**src/lsce_pkg.sv**
```systemverilog
// Shared constants and types for the line sensor centroid error block.
package lsce_pkg;

    localparam int MAX_SENSORS   = 8;
    localparam int FRAC_BITS     = 8;

    localparam int IN_W          = 8;
    localparam int CFG_W         = 4;
    localparam int CFG_IDX_W     = 2;
    localparam int ERR_W         = 12;
    localparam int MISS_W        = 16;
    localparam int TDATA_W       = ((ERR_W + MISS_W + 7) / 8) * 8;

    localparam int LANE_W        = $clog2(MAX_SENSORS);
    localparam int CNT_W         = $clog2(MAX_SENSORS + 1);
    localparam int WGT_W         = LANE_W + 2;
    localparam int SUM_W         = $clog2(MAX_SENSORS * MAX_SENSORS) + 1;
    localparam int MAG_W         = SUM_W - 1;
    localparam int DVD_W         = MAG_W + FRAC_BITS;
    localparam int STEP_BITS     = 4;
    localparam int DIV_STEPS     = (DVD_W + STEP_BITS - 1) / STEP_BITS;
    localparam int DVD_PAD       = DIV_STEPS * STEP_BITS;
    localparam int STEP_CNT_W    = $clog2(DIV_STEPS + 1);

    localparam int DEFAULT_COUNT = 5;
    localparam int ERR_POS_LIM   = (1 << (ERR_W - 1)) - 1;
    localparam int ERR_NEG_LIM   = 1 << (ERR_W - 1);

    localparam logic [CFG_IDX_W-1:0] REG_SENSORS  = CFG_IDX_W'(0);
    localparam logic [CFG_IDX_W-1:0] REG_POLARITY = CFG_IDX_W'(1);

    // merged lane results: signed weight sum and number of active sensors
    typedef struct packed {
        logic signed [SUM_W-1:0] sum;
        logic [CNT_W-1:0]        count;
    } merge_t;

endpackage

```
**src/line_sensor_centroid_error.sv**
```systemverilog
// Top level: line position error from a row of digital line sensors.
//
//  channel  | signals                               | content
//  ---------+---------------------------------------+-------------------------------
//  input    | s_tvalid s_tready s_tdata[7:0]        | sensor_bits
//  output   | m_tvalid m_tready m_tdata m_tuser     | line_error, lost_samples, line_lost
//  config   | cfg_valid cfg_ready cfg_index cfg_data| 0 sensors_in_use, 1 active_polarity
//
// Flow: an item with an active sensor goes from accept through EVAL and the
// 4-bit-per-cycle divider (DIV) to OUT, where the output register is loaded;
// an item with no active sensor goes from EVAL straight to OUT.
// One item is in work at a time; the next is taken while a result waits.
// Reset clears the config to 5 sensors, active-high, error and lost count to 0.
// A stalled output holds the block in its output state until the result moves.
module line_sensor_centroid_error
    import lsce_pkg::*;
(
    input  logic                  clk,
    input  logic                  rst_n,
    // input item
    input  logic                  s_tvalid,
    output logic                  s_tready,
    input  logic [IN_W-1:0]       s_tdata,     // [7:0] sensor_bits
    // result item
    output logic                  m_tvalid,
    input  logic                  m_tready,
    output logic [TDATA_W-1:0]    m_tdata,     // [11:0] line_error, [27:12] lost_samples
    output logic                  m_tuser,     // [0] line_lost
    // config writes
    input  logic                  cfg_valid,
    output logic                  cfg_ready,
    input  logic [CFG_IDX_W-1:0]  cfg_index,
    input  logic [CFG_W-1:0]      cfg_data
);

    localparam logic [1:0] ST_IDLE = 2'd0;
    localparam logic [1:0] ST_EVAL = 2'd1;
    localparam logic [1:0] ST_DIV  = 2'd2;
    localparam logic [1:0] ST_OUT  = 2'd3;

    logic [1:0]               state_reg, state_next;
    logic [CFG_W-1:0]         sensors_reg;
    logic                     polarity_reg;
    merge_t                   merge_reg;
    logic                     sign_reg;
    logic [ERR_W-1:0]         held_error_reg;
    logic [MISS_W-1:0]        miss_reg;
    logic                     m_tvalid_reg;
    logic [ERR_W-1:0]         out_error_reg;
    logic [MISS_W-1:0]        out_miss_reg;

    logic [CNT_W-1:0]         n_eff;
    logic [MAX_SENSORS-1:0]   lane_active;
    logic [WGT_W-1:0]         lane_weight [MAX_SENSORS];
    merge_t                   merged;
    logic                     in_accept;
    logic                     out_load;
    logic                     sum_neg;
    logic [SUM_W-1:0]         sum_abs;
    logic                     div_start;
    logic                     div_done;
    logic [DVD_PAD-1:0]       div_q;
    logic [DVD_PAD-1:0]       div_q_neg;
    logic [ERR_W-1:0]         err_sat;

    // zero means the default five-sensor row; clip to the lane count
    always_comb
    begin
        if (sensors_reg == '0)
            n_eff = CNT_W'(DEFAULT_COUNT);
        else if (32'(sensors_reg) > MAX_SENSORS)
            n_eff = CNT_W'(MAX_SENSORS);
        else
            n_eff = CNT_W'(sensors_reg);
    end

    // one lane per sensor; lanes past the input width read zero
    for (genvar i = 0; i < MAX_SENSORS; i++)
    begin : g_lane
        logic lane_bit;
        if (i < IN_W)
        begin : g_bit
            assign lane_bit = s_tdata[i];
        end
        else
        begin : g_zero
            assign lane_bit = 1'b0;
        end

        lsce_lane u_lane (
            .sensor_bit (lane_bit),
            .polarity   (polarity_reg),
            .n_eff      (n_eff),
            .lane_idx   (LANE_W'(i)),
            .active     (lane_active[i]),
            .weight     (lane_weight[i])
        );
    end

    lsce_merge u_merge (
        .active (lane_active),
        .weight (lane_weight),
        .merged (merged)
    );

    assign sum_neg   = merge_reg.sum < 0;
    assign sum_abs   = sum_neg ? SUM_W'(-merge_reg.sum) : SUM_W'(merge_reg.sum);
    assign div_start = (state_reg == ST_EVAL) && (merge_reg.count != '0);

    lsce_div u_div (
        .clk      (clk),
        .rst_n    (rst_n),
        .start    (div_start),
        .mag      (sum_abs[MAG_W-1:0]),
        .divisor  (merge_reg.count),
        .done     (div_done),
        .quotient (div_q)
    );

    // apply the sign and saturate to the error width
    assign div_q_neg = -div_q;
    always_comb
    begin
        if (sign_reg)
        begin
            if (div_q > DVD_PAD'(ERR_NEG_LIM))
                err_sat = ERR_W'(ERR_NEG_LIM);
            else
                err_sat = div_q_neg[ERR_W-1:0];
        end
        else
        begin
            if (div_q > DVD_PAD'(ERR_POS_LIM))
                err_sat = ERR_W'(ERR_POS_LIM);
            else
                err_sat = div_q[ERR_W-1:0];
        end
    end

    assign s_tready  = (state_reg == ST_IDLE);
    assign in_accept = s_tvalid && s_tready;
    assign out_load  = (state_reg == ST_OUT) && (!m_tvalid_reg || m_tready);
    assign cfg_ready = 1'b1;

    always_comb
    begin
        state_next = state_reg;
        case (state_reg)
            ST_IDLE:
            begin
                if (in_accept)
                    state_next = ST_EVAL;
            end
            ST_EVAL:
            begin
                if (merge_reg.count == '0)
                    state_next = ST_OUT;
                else
                    state_next = ST_DIV;
            end
            ST_DIV:
            begin
                if (div_done)
                    state_next = ST_OUT;
            end
            ST_OUT:
            begin
                if (out_load)
                    state_next = ST_IDLE;
            end
            default:
            begin
                state_next = ST_IDLE;
            end
        endcase
    end

    always_ff @(posedge clk or negedge rst_n)
    begin
        if (!rst_n)
        begin
            state_reg      <= ST_IDLE;
            sensors_reg    <= CFG_W'(DEFAULT_COUNT);
            polarity_reg   <= 1'b1;
            held_error_reg <= '0;
            miss_reg       <= '0;
            m_tvalid_reg   <= 1'b0;
        end
        else
        begin
            state_reg <= state_next;

            if (cfg_valid && cfg_ready)
            begin
                if (cfg_index == REG_SENSORS)
                    sensors_reg <= cfg_data;
                else if (cfg_index == REG_POLARITY)
                    polarity_reg <= cfg_data[0];
            end

            // lost sample: hold the error, count up to saturation
            if ((state_reg == ST_EVAL) && (merge_reg.count == '0))
            begin
                if (miss_reg != {MISS_W{1'b1}})
                    miss_reg <= miss_reg + MISS_W'(1);
            end

            if ((state_reg == ST_DIV) && div_done)
            begin
                held_error_reg <= err_sat;
                miss_reg       <= '0;
            end

            if (out_load)
                m_tvalid_reg <= 1'b1;
            else if (m_tready)
                m_tvalid_reg <= 1'b0;
        end
    end

    // payload registers
    always_ff @(posedge clk)
    begin
        if (in_accept)
            merge_reg <= merged;
        if (state_reg == ST_EVAL)
            sign_reg <= sum_neg;
        if (out_load)
        begin
            out_error_reg <= held_error_reg;
            out_miss_reg  <= miss_reg;
        end
    end

    assign m_tvalid = m_tvalid_reg;
    assign m_tdata  = TDATA_W'({out_miss_reg, out_error_reg});
    assign m_tuser  = (out_miss_reg != '0);

endmodule

```
**src/lsce_lane.sv**
```systemverilog
// One sensor lane: active test and signed position weight.
module lsce_lane
    import lsce_pkg::*;
(
    input  logic                    sensor_bit,
    input  logic                    polarity,
    input  logic [CNT_W-1:0]        n_eff,
    input  logic [LANE_W-1:0]       lane_idx,
    output logic                    active,
    output logic signed [WGT_W-1:0] weight
);

    logic [WGT_W-1:0] twice_idx;
    logic [WGT_W-1:0] n_ext;
    logic             in_use;

    assign twice_idx = WGT_W'({lane_idx, 1'b0});
    assign n_ext     = WGT_W'(n_eff);
    assign in_use    = CNT_W'(lane_idx) < n_eff;
    assign active    = in_use && (sensor_bit == polarity);

    // weight = 2i - (n - 1), zero when the lane does not count
    assign weight = active ? $signed(twice_idx - n_ext + WGT_W'(1)) : '0;

endmodule

```
**src/lsce_merge.sv**
```systemverilog
// Merges lane outputs into a weight sum and an active count.
module lsce_merge
    import lsce_pkg::*;
(
    input  logic [MAX_SENSORS-1:0]  active,
    input  logic [WGT_W-1:0]        weight [MAX_SENSORS],
    output merge_t                  merged
);

    always_comb
    begin
        logic signed [SUM_W-1:0] sum;
        logic [CNT_W-1:0]        cnt;
        sum = '0;
        cnt = '0;
        for (int i = 0; i < MAX_SENSORS; i++)
        begin
            sum = sum + SUM_W'($signed(weight[i]));
            cnt = cnt + CNT_W'(active[i]);
        end
        merged.sum   = sum;
        merged.count = cnt;
    end

endmodule

```
**src/lsce_div.sv**
```systemverilog
// Unsigned divider, STEP_BITS quotient bits per cycle, restoring.
module lsce_div
    import lsce_pkg::*;
(
    input  logic                clk,
    input  logic                rst_n,
    input  logic                start,
    input  logic [MAG_W-1:0]    mag,
    input  logic [CNT_W-1:0]    divisor,
    output logic                done,
    output logic [DVD_PAD-1:0]  quotient
);

    logic [DVD_PAD-1:0]    dvd_reg, dvd_next;
    logic [CNT_W-1:0]      rem_reg, rem_next;
    logic [CNT_W-1:0]      div_reg;
    logic [STEP_CNT_W-1:0] step_reg;
    logic                  busy_reg;
    logic                  done_reg;

    // quotient bits shift in at the bottom as dividend bits leave the top
    always_comb
    begin
        logic [CNT_W:0] trial;
        rem_next = rem_reg;
        dvd_next = dvd_reg;
        for (int k = 0; k < STEP_BITS; k++)
        begin
            trial    = {rem_next, dvd_next[DVD_PAD-1]};
            dvd_next = {dvd_next[DVD_PAD-2:0], 1'b0};
            if (trial >= {1'b0, div_reg})
            begin
                trial       = trial - {1'b0, div_reg};
                dvd_next[0] = 1'b1;
            end
            rem_next = trial[CNT_W-1:0];
        end
    end

    always_ff @(posedge clk or negedge rst_n)
    begin
        if (!rst_n)
        begin
            busy_reg <= 1'b0;
            done_reg <= 1'b0;
            step_reg <= '0;
        end
        else
        begin
            done_reg <= 1'b0;
            if (start)
            begin
                busy_reg <= 1'b1;
                step_reg <= STEP_CNT_W'(DIV_STEPS);
            end
            else if (busy_reg)
            begin
                step_reg <= step_reg - STEP_CNT_W'(1);
                if (step_reg == STEP_CNT_W'(1))
                begin
                    busy_reg <= 1'b0;
                    done_reg <= 1'b1;
                end
            end
        end
    end

    always_ff @(posedge clk)
    begin
        if (start)
        begin
            dvd_reg <= DVD_PAD'({mag, {FRAC_BITS{1'b0}}});
            rem_reg <= '0;
            div_reg <= divisor;
        end
        else if (busy_reg)
        begin
            dvd_reg <= dvd_next;
            rem_reg <= rem_next;
        end
    end

    assign done     = done_reg;
    assign quotient = dvd_reg;

endmodule

```
**config.mk**
```make
export PLATFORM = sky130hd
export DESIGN_NAME = line_sensor_centroid_error
export DESIGN_NICKNAME = d
export VERILOG_FILES = /design/src/lsce_pkg.sv /design/src/line_sensor_centroid_error.sv /design/src/lsce_lane.sv /design/src/lsce_merge.sv /design/src/lsce_div.sv
export SDC_FILE = /design/constraint.sdc
export NUM_CORES = 1
export LEC_CHECK = 0
export BUFFER_PORTS_ARGS = -buffer_cell sky130_fd_sc_hd__buf_2
export CAP_MARGIN = 5
export CORE_MARGIN = 2
export CORE_UTILIZATION = 41
export DETAILED_ROUTE_END_ITERATION = 6
export HOLD_SLACK_MARGIN = 0.15
export MAX_ROUTING_LAYER = met4
export SLEW_MARGIN = 20
export SYNTH_ARGS = -nofsm -noshare
export SYNTH_HDL_FRONTEND = slang
export SYNTH_SLANG_ARGS = --single-unit
```
**constraint.sdc**
```tcl
create_clock -name clk -period 5.8 [get_ports clk]
set_input_delay 0.58 -clock clk [delete_from_list [all_inputs] [get_ports clk]]
set_output_delay 0.58 -clock clk [all_outputs]
set_load 0.02 [all_outputs]
```
==> results by group, run 1 <==
Synth
  – Synthesized cell area: between 6000 and 7000 µm²
  – Synth Area in Compound Gates: 0.118
  – Synth Area in Simple Gates: 0.156
  – EDFF count, synth: 50
  – Post-Synth XOR/XNOR Area: 0.0543
  – Ys Warns: 0
  – Syn avg cell area: slightly above 10 µm²
  – Fraction of registers with async set/reset: 0.390
  – Sequential share of the synthesized area: 0.405
  – Most common flop cell mapped by yosys: edfxtp_1
  – Yosys reg bits: between 100 and 150
  – Yosys cell types: approximately 70
  – Largest family of logic cells by synthesized area: adder cells
  – Mux cell area share after synthesis: 0.0251
  – Mapped Cells: 681
  – Adder-Cell Fraction of Synth Area: 0.184

Die
  – Starting Density: 0.419
  – Full die area: 18,000 µm²
  – Die Wd: between 100 and 150 µm
  – Die H: around 130 µm
  – I/O Pins: 55
  – Core Region: 16,600 µm²
  – Row cnt: 47

Layout
  – Register area: 2820 µm²
  – Nets: around 850
  – Diode count: 0
  – Layout area overhead: 16.0%
  – Share of cells above drive strength 1: 0.183
  – Post-Layout Cell Count: approximately 1,000
  – Commonest non-fill, non-tap cell in the layout: inv_1
  – Fill count: 1,554
  – Multi-input gate area: 3920 µm²
  – Most frequent cells in the layout: 74 x inv_1, 58 x nor2_1, 50 x edfxtp_1, 49 x buf_2, 39 x nand2_1

Critical path
  – Worst r2r src: u_div.div_reg[3]
  – CP Capture Type: register
  – Critical path peak fanout: 5
  – Worst setup path class: register to register
  – R2r setup slk: approximately 0.18 ns
  – CP arrival: between 5 and 6 ns
  – Kind of start point of the critical path: register
  – CP startpoint: u_div.div_reg[3]
  – Worst EP required: 6.00 ns

Routing
  – Residual DRC: 0
  – Vias after detailed routing: approximately 5k
  – Routed WL: roughly 15,000 µm
  – Pre-antenna DRT Iters: 4
  – Post-route ant nets: 0
  – Drt wl/cell: between 15 and 20 µm
  – Vias per Instance: slightly above 5
  – Number of DRC markers in iteration 0: ~310

GRT
  – First-pass GRT wire length: between 20,000 and 25,000 µm
  – Vias in the first global route: just over 5k
  – GRT overflow: 0
  – Largest net degree at the start of global routing: 42
  – Antenna violations before repair: 0
  – Total GRT Usage: 0.172

Clock tree
  – Cts hold-fix bufs: 0
  – Clk_lat worst skew: roughly 0.34 ns
  – Root Driver: clkbuf_16
  – CTS tree: yes
  – Worst-path clk slew: 0.07 ns
  – Clock buffer depth: 2
  – Sink Count: 105
  – Num CTS Buffers: 9
  – H-tree lvl count: 3

Timing
  – Final-report max-slew violation count: 0
  – Actual slew at the worst max-slew pin: ~1 ns
  – Final number of setup-violating endpoints: 0
  – Final Critical Period: between 5 and 6 ns
  – Hold Violations, Final: 0
  – Slew margin rel.: 0.341
  – Fin crit share: 0.970
  – Clock Skews: 0.0121 ns
  – Peak Freq: 178 MHz

Placed design
  – Post-placement cell count: 950
  – Final HPWL DP: between 10,000 and 15,000 µm
  – IO buf count: just under 50
  – RePlAce Congestion: about 0.9

Hold path
  – Hold Crit Class: primary input to asynchronous set/reset pin

Flow run
  – Max cap viols: 0

Outcome
  – Status: finished clean
[logic make-up after synthesis]
kind of cell    Yosys count
simple gates            214
compound gates          123
flops                   105
buf+inv                  98
fa+ha+maj                80
xor+xnor                 43
mux                      16
other cells               2
[through the flow]
step	hold slack, ns	TNS, ns	utilization	instance area (µm²)	setup slack [ns]
2_1_floorplan	0.284	0	-	6960	0.0414
3_3_place_gp	0.433	-0.0143	0.453	7510	-0.0143
3_5_place_dp	0.433	-1.44	0.453	7510	-0.369
4_1_cts	0.400	0	0.474	7860	0.00834
5_1_grt	0.454	-0.0921	0.485	8050	-0.0451
6_report	0.370	0	0.485	8050	0.175
[final timing paths]
check,endpoint,cells after the start
worst max-delay path,u_div.rem_reg[0],27
worst min-delay path,held_error_reg[10],1
worst max register to register,u_div.rem_reg[0],27
worst min register to register,u_div.div_reg[1],0
max in group asynchronous,u_div.busy_reg,1
min in group clk,u_div.div_reg[1],0
[Yosys cell counts, types with 16 or more instances]
cell      count  area share
inv_1        75       0.041
nor2_1       60       0.032
edfxtp_1     50        0.22
ha_1         43       0.078
nand2_1      40       0.022
dfrtp_1      38        0.14
fa_1         37        0.11
a21oi_1      34       0.025
o21ai_0      33       0.024
xor2_1       23       0.029
xnor2_1      20       0.025
nand3_1      19       0.014
clkbuf_1     16      0.0087
[final cells by class]
cell class,instances,area share
flip-flops and latches,105,0.350
repair buffers,76,0.0556
clock inverters,2,0.00187
multi-input cells,482,0.486
inverters,75,0.0353
clock buffers,14,0.0368
well taps,220,0.0342
[timing repair]
action                     in CTS  in global routing
setup buffers                   2                  6
resized for setup               6                 23
pin swaps                       5                 17
setup endpoints to repair       5                  5
[worst max-delay path, cell delays in order, from the launching register on]
cell and delay, ns:
edfxtp_1 0.32, inv_1 0.06, ha_1 0.21, or2_4 0.29, a2111oi_4 0.38, nor2_2 0.12
mux2_4 0.34, ha_4 0.22, or3_1 0.36, o21ai_2 0.11, o32ai_4 0.15, nor2_2 0.17
a21oi_2 0.05, ha_1 0.33, a2111o_1 0.45, nand2_2 0.14, o211ai_4 0.11, nand2_2 0.09
mux2_4 0.32, inv_4 0.08, ha_4 0.20, a21o_1 0.16, a21o_1 0.18, a21oi_2 0.14
o211a_2 0.23, buf_4 0.12, a21o_1 0.10, a31oi_1 0.07
[per-layer routing]
| metal | share of wire | track usage |
|---|---|---|
| met2 | 0.49 | 0.278 |
| met3 | 0.037 | 0.0287 |
| met4 | 0.014 | 0.0520 |
| met5 | 0 | - |
| met1 | 0.46 | 0.224 |
Power of run 1 is left out: the tool's default activity adds up to more than one toggle a clock period on the data nets, which glitch-free logic cannot reach.
==> run 2, diff against run 1 <==
--- a/config.mk
+++ b/config.mk
@@ -7,11 +7,13 @@
 export LEC_CHECK = 0
 export BUFFER_PORTS_ARGS = -buffer_cell sky130_fd_sc_hd__buf_2
 export CAP_MARGIN = 5
+export CORE_ASPECT_RATIO = 0.75
 export CORE_MARGIN = 2
-export CORE_UTILIZATION = 41
+export CORE_UTILIZATION = 45
 export DETAILED_ROUTE_END_ITERATION = 6
 export HOLD_SLACK_MARGIN = 0.15
 export MAX_ROUTING_LAYER = met4
+export PLACE_DENSITY = 0.65
 export SLEW_MARGIN = 20
 export SYNTH_ARGS = -nofsm -noshare
 export SYNTH_HDL_FRONTEND = slang
==> results by group, run 2 (synthesis gave the netlist of run 1 again) <==
GRT
  – Vias in the first global route: 5,195 (+2.2%)
  – Largest net degree at the start of global routing: 42 (unchanged)
  – Antenna violations before repair: 0 (unchanged)
  – First-pass GRT wire length: 25,200 µm (+2.9%)
  – GRT overflow: 0 (unchanged)
  – Total GRT Usage: 0.194 (+0.0214)

Routing
  – Vias per Instance: 5.23 (+2.0%)
  – Number of DRC markers in iteration 0: 213 (-32%)
  – Post-route ant nets: 0 (unchanged)
  – Pre-antenna DRT Iters: 5 (+1)
  – Routed WL: 14,500 µm (-1.4%)
  – Residual DRC: 0 (unchanged)
  – Vias after detailed routing: 5,002 (+0.18%)
  – Drt wl/cell: 15.1 µm (+0.37%)

Timing
  – Fin crit share: 0.966 (-0.00402)
  – Hold WS: 0.373 ns (+0.00361 ns)
  – Actual slew at the worst max-slew pin: 0.960 ns (-0.0280 ns)
  – Peak Freq: 179 MHz (+0.42%)
  – Slew margin rel.: 0.360 (+0.0187)
  – Final-report max-slew violation count: 0 (unchanged)
  – Clock Skews: 0.00679 ns (-0.00533 ns)
  – Final WS setup: 0.199 ns (+0.0233 ns)
  – Final Critical Period: 5.60 ns (-0.0233 ns)
  – Hold Violations, Final: 0 (unchanged)
  – Final number of setup-violating endpoints: 0 (unchanged)

Layout
  – Multi-input gate area: 3840 µm² (-2.0%)
  – Commonest non-fill, non-tap cell in the layout: inv_1
  – Layout area overhead: 14.1%
  – Share of cells above drive strength 1: 0.169 (-0.0141)
  – Fill count: 1,389 (-11%)
  – Register area: 2810 µm² (about the same)
  – Post-Layout Cell Count: 957 (-1.7%)
  – Nets: 846 (-0.24%)
  – Most frequent cells in the layout: 75 x inv_1, 59 x nor2_1, 50 x edfxtp_1, 49 x buf_2, 43 x ha_1
  – Diode count: 0 (unchanged)

Clock tree
  – Clk_lat worst skew: 0.35 ns (about the same)
  – Clock buffer depth: 2 (unchanged)
  – Root Driver: clkbuf_16
  – Cts hold-fix bufs: 0 (unchanged)
  – Sink Count: 105 (unchanged)
  – H-tree lvl count: 3 (unchanged)
  – CTS tree: yes
  – Num CTS Buffers: 9 (unchanged)
  – Worst-path clk slew: 0.07 ns (about the same)

Die
  – I/O Pins: 55 (unchanged)
  – Die Wd: 147 µm (+9.9%)
  – Die H: 112 µm (-17%)
  – Starting Density: 0.457 (+0.0388)
  – Full die area: 16,400 µm² (-8.6%)
  – Core Region: 15,200 µm² (-8.5%)
  – Row cnt: 39 (-17%)

Placed design
  – RePlAce Congestion: 0.916 (-0.53%)
  – Post-placement cell count: 941 (-0.95%)
  – Final HPWL DP: 11,300 µm (+2.5%)
  – IO buf count: 49 (unchanged)
  – Place WS: -0.169 ns (+0.200 ns)

Critical path
  – CP Capture Type: register
  – CP arrival: 5.82 ns (about the same)
  – Critical path peak fanout: 4 (-1)
  – Worst r2r src: u_div.div_reg[0]
  – CP startpoint: u_div.div_reg[0]
  – Kind of start point of the critical path: register
  – Worst setup path class: register to register
  – Worst EP required: 6.02 ns (+0.02 ns)

Flow run
  – Max cap viols: 0 (unchanged)

Outcome
  – Status: finished clean

Hold path
  – Hold Crit Class: primary input to asynchronous set/reset pin
-- run 2: cell types whose count changed in the layout (fill, tap and decap cells not counted), moves of 2 or more --
| cell | previous run | this run |
|---|---|---|
| dfxtp_1 | 12 | 14 |
| clkbuf_16 | 11 | 9 |
| ha_1 | 38 | 43 |
| inv_4 | 2 | 0 |
| ha_4 | 5 | 0 |
| buf_4 | 27 | 25 |
| o21ai_1 | 1 | 3 |
| clkbuf_1 | 2 | 0 |
| dfxtp_2 | 2 | 0 |
-- run 2: path summary, 6_finish.rpt --
| check | endpoint | slack [ns] | cells after the start |
|---|---|---|---|
| worst min register to register | u_div.div_reg[0] | 0.45 | 0 |
| worst max-delay path | u_div.rem_reg[2] | 0.20 | 24 |
| min in group clk | u_div.div_reg[0] | 0.45 | 0 |
| max in group asynchronous | u_div.busy_reg | 4.78 | 1 |
| worst min-delay path | held_error_reg[1] | 0.37 | 1 |
| worst max register to register | u_div.rem_reg[2] | 0.20 | 24 |
-- run 2: layout make-up --
type                    count  share of cell area
flip-flops and latches    105               0.355
well taps                 205              0.0324
multi-input cells         482               0.484
clock buffers               9              0.0284
clock inverters             7             0.00964
repair buffers             74              0.0547
inverters                  75              0.0355
-- run 2: per-stage QoR --
stage                     utilization  TNS, ns  cell area, µm²
after global placement          0.497        0            7540
after global routing            0.522   -0.119            7920
after CTS                       0.517        0            7850
after floorplan                     -        0            6960
after detailed placement        0.497   -0.539            7540
final                           0.522        0            7920
-- run 2: metal layers --
metal,vias to the layer above,track usage,share of wire
met5,-,-,0
met4,0,0.0423,0.010
met3,13,0.0332,0.031
met2,76,0.304,0.48
met1,2438,0.266,0.48
li1,2475,-,-
-- run 2: critical path, cell delays in order (launching register included) --
cell and delay (ns):
edfxtp_1 0.40, ha_1 0.30, nand2b_1 0.21, a2111oi_4 0.39, nor2_2 0.11, mux2_2 0.29
ha_1 0.29, or3_1 0.37, o21ai_2 0.09, o32a_2 0.21, o21ai_0 0.14, ha_1 0.26
a2111o_1 0.40, nand2_2 0.13, nand3_1 0.14, nand2_2 0.10, mux2_4 0.30, inv_1 0.07
ha_1 0.23, a21o_1 0.16, a21o_1 0.18, a21oi_2 0.17, o211ai_1 0.17, o2111ai_1 0.23
o211ai_1 0.13
-- run 2: what timing repair did --
| item | in CTS | in global routing |
|---|---|---|
| pin swaps | 0 | 7 |
| setup buffers | 0 | 0 |
| gates resized for setup | 3 | 13 |
| endpoints found under the setup margin | 5 | 5 |
Power of run 2 is left out for the same reason.
==> run 3, diff against run 2 <==
--- a/config.mk
+++ b/config.mk
@@ -7,7 +7,7 @@
 export LEC_CHECK = 0
 export BUFFER_PORTS_ARGS = -buffer_cell sky130_fd_sc_hd__buf_2
 export CAP_MARGIN = 5
-export CORE_ASPECT_RATIO = 0.75
+export CORE_ASPECT_RATIO = 0.8
 export CORE_MARGIN = 2
 export CORE_UTILIZATION = 45
 export DETAILED_ROUTE_END_ITERATION = 6
==> results by group, run 3 (synthesis gave the netlist of run 1 again) <==
Outcome
  – Status: finished clean

Clock tree
  – Num CTS Buffers: 9 (unchanged)
  – Worst-path clk slew: 0.07 ns (about the same)
  – Clock buffer depth: 2 (unchanged)
  – CTS tree: yes
  – Sink Count: 105 (unchanged)
  – H-tree lvl count: 3 (unchanged)
  – Cts hold-fix bufs: 0 (unchanged)
  – Root Driver: clkbuf_16
  – Clk_lat worst skew: 0.35 ns (about the same)

Critical path
  – Reg2reg path depth: 26 (+8.3%)
  – Worst EP required: 6.02 ns (about the same)
  – Kind of start point of the critical path: register
  – CP Capture Type: register
  – Worst r2r src: u_div.div_reg[3]
  – R2r setup slk: 0.19 ns (about the same)
  – Critical path peak fanout: 5 (+1)
  – CP arrival: 5.84 ns (+0.02 ns)
  – RR Endpoint: u_div.rem_reg[2]
  – Worst setup path class: register to register
  – CP startpoint: u_div.div_reg[3]
  – Crit path to: u_div.rem_reg[2]

Timing
  – Actual slew at the worst max-slew pin: 0.971 ns (+0.0115 ns)
  – Peak Freq: 178 MHz (-0.20%)
  – Fin crit share: 0.968 (+0.00192)
  – Hold Violations, Final: 0 (unchanged)
  – Slew margin rel.: 0.352 (-0.00769)
  – Final-report max-slew violation count: 0 (unchanged)
  – Clock Skews: 0.00864 ns (+0.00186 ns)
  – Final number of setup-violating endpoints: 0 (unchanged)
  – Final Critical Period: 5.61 ns (+0.0111 ns)

Die
  – Die Wd: 143 µm (-3.1%)
  – Core Region: 15,100 µm² (-0.73%)
  – Die H: 115 µm (+3.2%)
  – Row cnt: 40 (+2.6%)
  – I/O Pins: 55 (unchanged)
  – Starting Density: 0.461 (+0.00338)
  – Full die area: 16,400 µm² (about the same)

Flow run
  – Max cap viols: 0 (unchanged)

Placed design
  – Placement Cell Area: 7540 µm² (about the same)
  – Final HPWL DP: 11,200 µm (-1.5%)
  – RePlAce Congestion: 0.885 (-3.4%)
  – Post-placement cell count: 945 (+0.43%)
  – IO buf count: 49 (unchanged)

Routing
  – Met2 wire length: 6930 µm (+0.45%)
  – Number of DRC markers in iteration 0: 239 (+12%)
  – Pre-antenna DRT Iters: 5 (unchanged)
  – Vias per Instance: 5.22 (-0.17%)
  – Drt wl/cell: 14.9 µm (-1.2%)
  – Routed WL: 14,400 µm (-0.43%)
  – Residual DRC: 0 (unchanged)
  – Met1 WL: 6790 µm (-2.6%)
  – Post-route ant nets: 0 (unchanged)
  – Top layer in use: met4
  – Met3 wire len: 488 µm (+9.2%)
  – Vias after detailed routing: 5,030 (+0.56%)

Layout
  – Nets: 848 (+0.24%)
  – Diode count: 0 (unchanged)
  – Share of cells above drive strength 1: 0.186 (+0.0168)
  – Fin area: 8010 µm² (+1.2%)
  – Post-Layout Cell Count: 964 (+0.73%)
  – Commonest non-fill, non-tap cell in the layout: inv_1
  – Most frequent cells in the layout: 72 x inv_1, 58 x nor2_1, 50 x edfxtp_1, 49 x buf_2, 40 x ha_1
  – Fill count: 1,346 (-3.1%)
  – Layout area overhead: 15.4%

GRT
  – Vias in the first global route: 4,973 (-4.3%)
  – Total GRT Usage: 0.187 (-0.00680)
  – Antenna violations before repair: 0 (unchanged)
  – First-pass GRT wire length: 23,900 µm (-5.3%)
  – GRT overflow: 0 (unchanged)
  – Largest net degree at the start of global routing: 42 (unchanged)

Hold path
  – Hold Crit Class: primary input to asynchronous set/reset pin
## run 3: cell types whose count changed in the layout (fill, tap and decap cells not counted), moves of 2 or more
cell and change:
ha_1 -3, ha_4 +2, inv_2 +3, inv_1 -3
## run 3: area by class of cell
cell class / instances / area (µm²) / area share
multi-input cells: 482 / 3910 / 0.488
flip-flops and latches: 105 / 2810 / 0.351
repair buffers: 76 / 455 / 0.0568
inverters: 75 / 282 / 0.0351
well taps: 210 / 263 / 0.0328
clock buffers: 10 / 239 / 0.0298
clock inverters: 6 / 50.0 / 0.00625
## run 3: metrics by stage
stage / hold slack, ns / worst slack, ns / utilization / TNS, ns
after global placement: 0.434 / 0.0749 / 0.500 / 0
after CTS: 0.415 / 0.00349 / 0.521 / 0
after global routing: 0.449 / -0.0798 / 0.532 / -0.162
after floorplan: 0.284 / 0.0414 / - / 0
after detailed placement: 0.434 / -0.227 / 0.501 / -0.751
final: 0.368 / 0.187 / 0.532 / 0
## run 3: worst max-delay path, cell delays in order, from the launching register on
cell and delay (ns):
edfxtp_1 0.32, inv_1 0.05, ha_1 0.21, or2_4 0.29, a2111oi_4 0.36, nor2_2 0.09, mux2_4 0.32, ha_1 0.29
or3_4 0.39, o21ai_4 0.08, o32ai_4 0.13, nor2_2 0.15, a21oi_2 0.05, ha_1 0.32, a2111o_1 0.45, nand2_2 0.15
nand3_2 0.11, nand2_2 0.10, mux2_4 0.31, inv_2 0.06, ha_1 0.23, a21o_1 0.16, a21o_1 0.19, a21oi_2 0.16
o211ai_1 0.18, o2111ai_1 0.24, o211ai_1 0.11
## run 3: metal layers
metal | GRT usage | up-vias
met4 | 0.0488 | 0
li1 | - | 2479
met5 | - | -
met3 | 0.0392 | 20
met1 | 0.251 | 2443
met2 | 0.291 | 88
## run 3: repair_timing
item | in CTS | in global routing
setup endpoints to repair | 5 | 5
cloned | 0 | 0
pin swaps | 1 | 19
setup buffers | 0 | 3
endpoints found under the hold margin | 0 | 0
gates resized for setup | 5 | 26
## run 3: how the worst min path moves through the flow
stage                      start                  to  slack [ns]  cells past startpoint
3_5_place_dp   held_error_reg[5]    out_error_reg[5]        0.43                      0
5_1_grt              cfg_data[2]      sensors_reg[2]        0.45                      2
3_3_place_gp   held_error_reg[2]    out_error_reg[2]        0.43                      0
4_1_cts                    rst_n  held_error_reg[11]        0.42                      1
2_1_floorplan              rst_n   held_error_reg[0]        0.28                      0
6_report                   rst_n   held_error_reg[2]        0.37                      1
Power of run 3 is left out for the same reason.
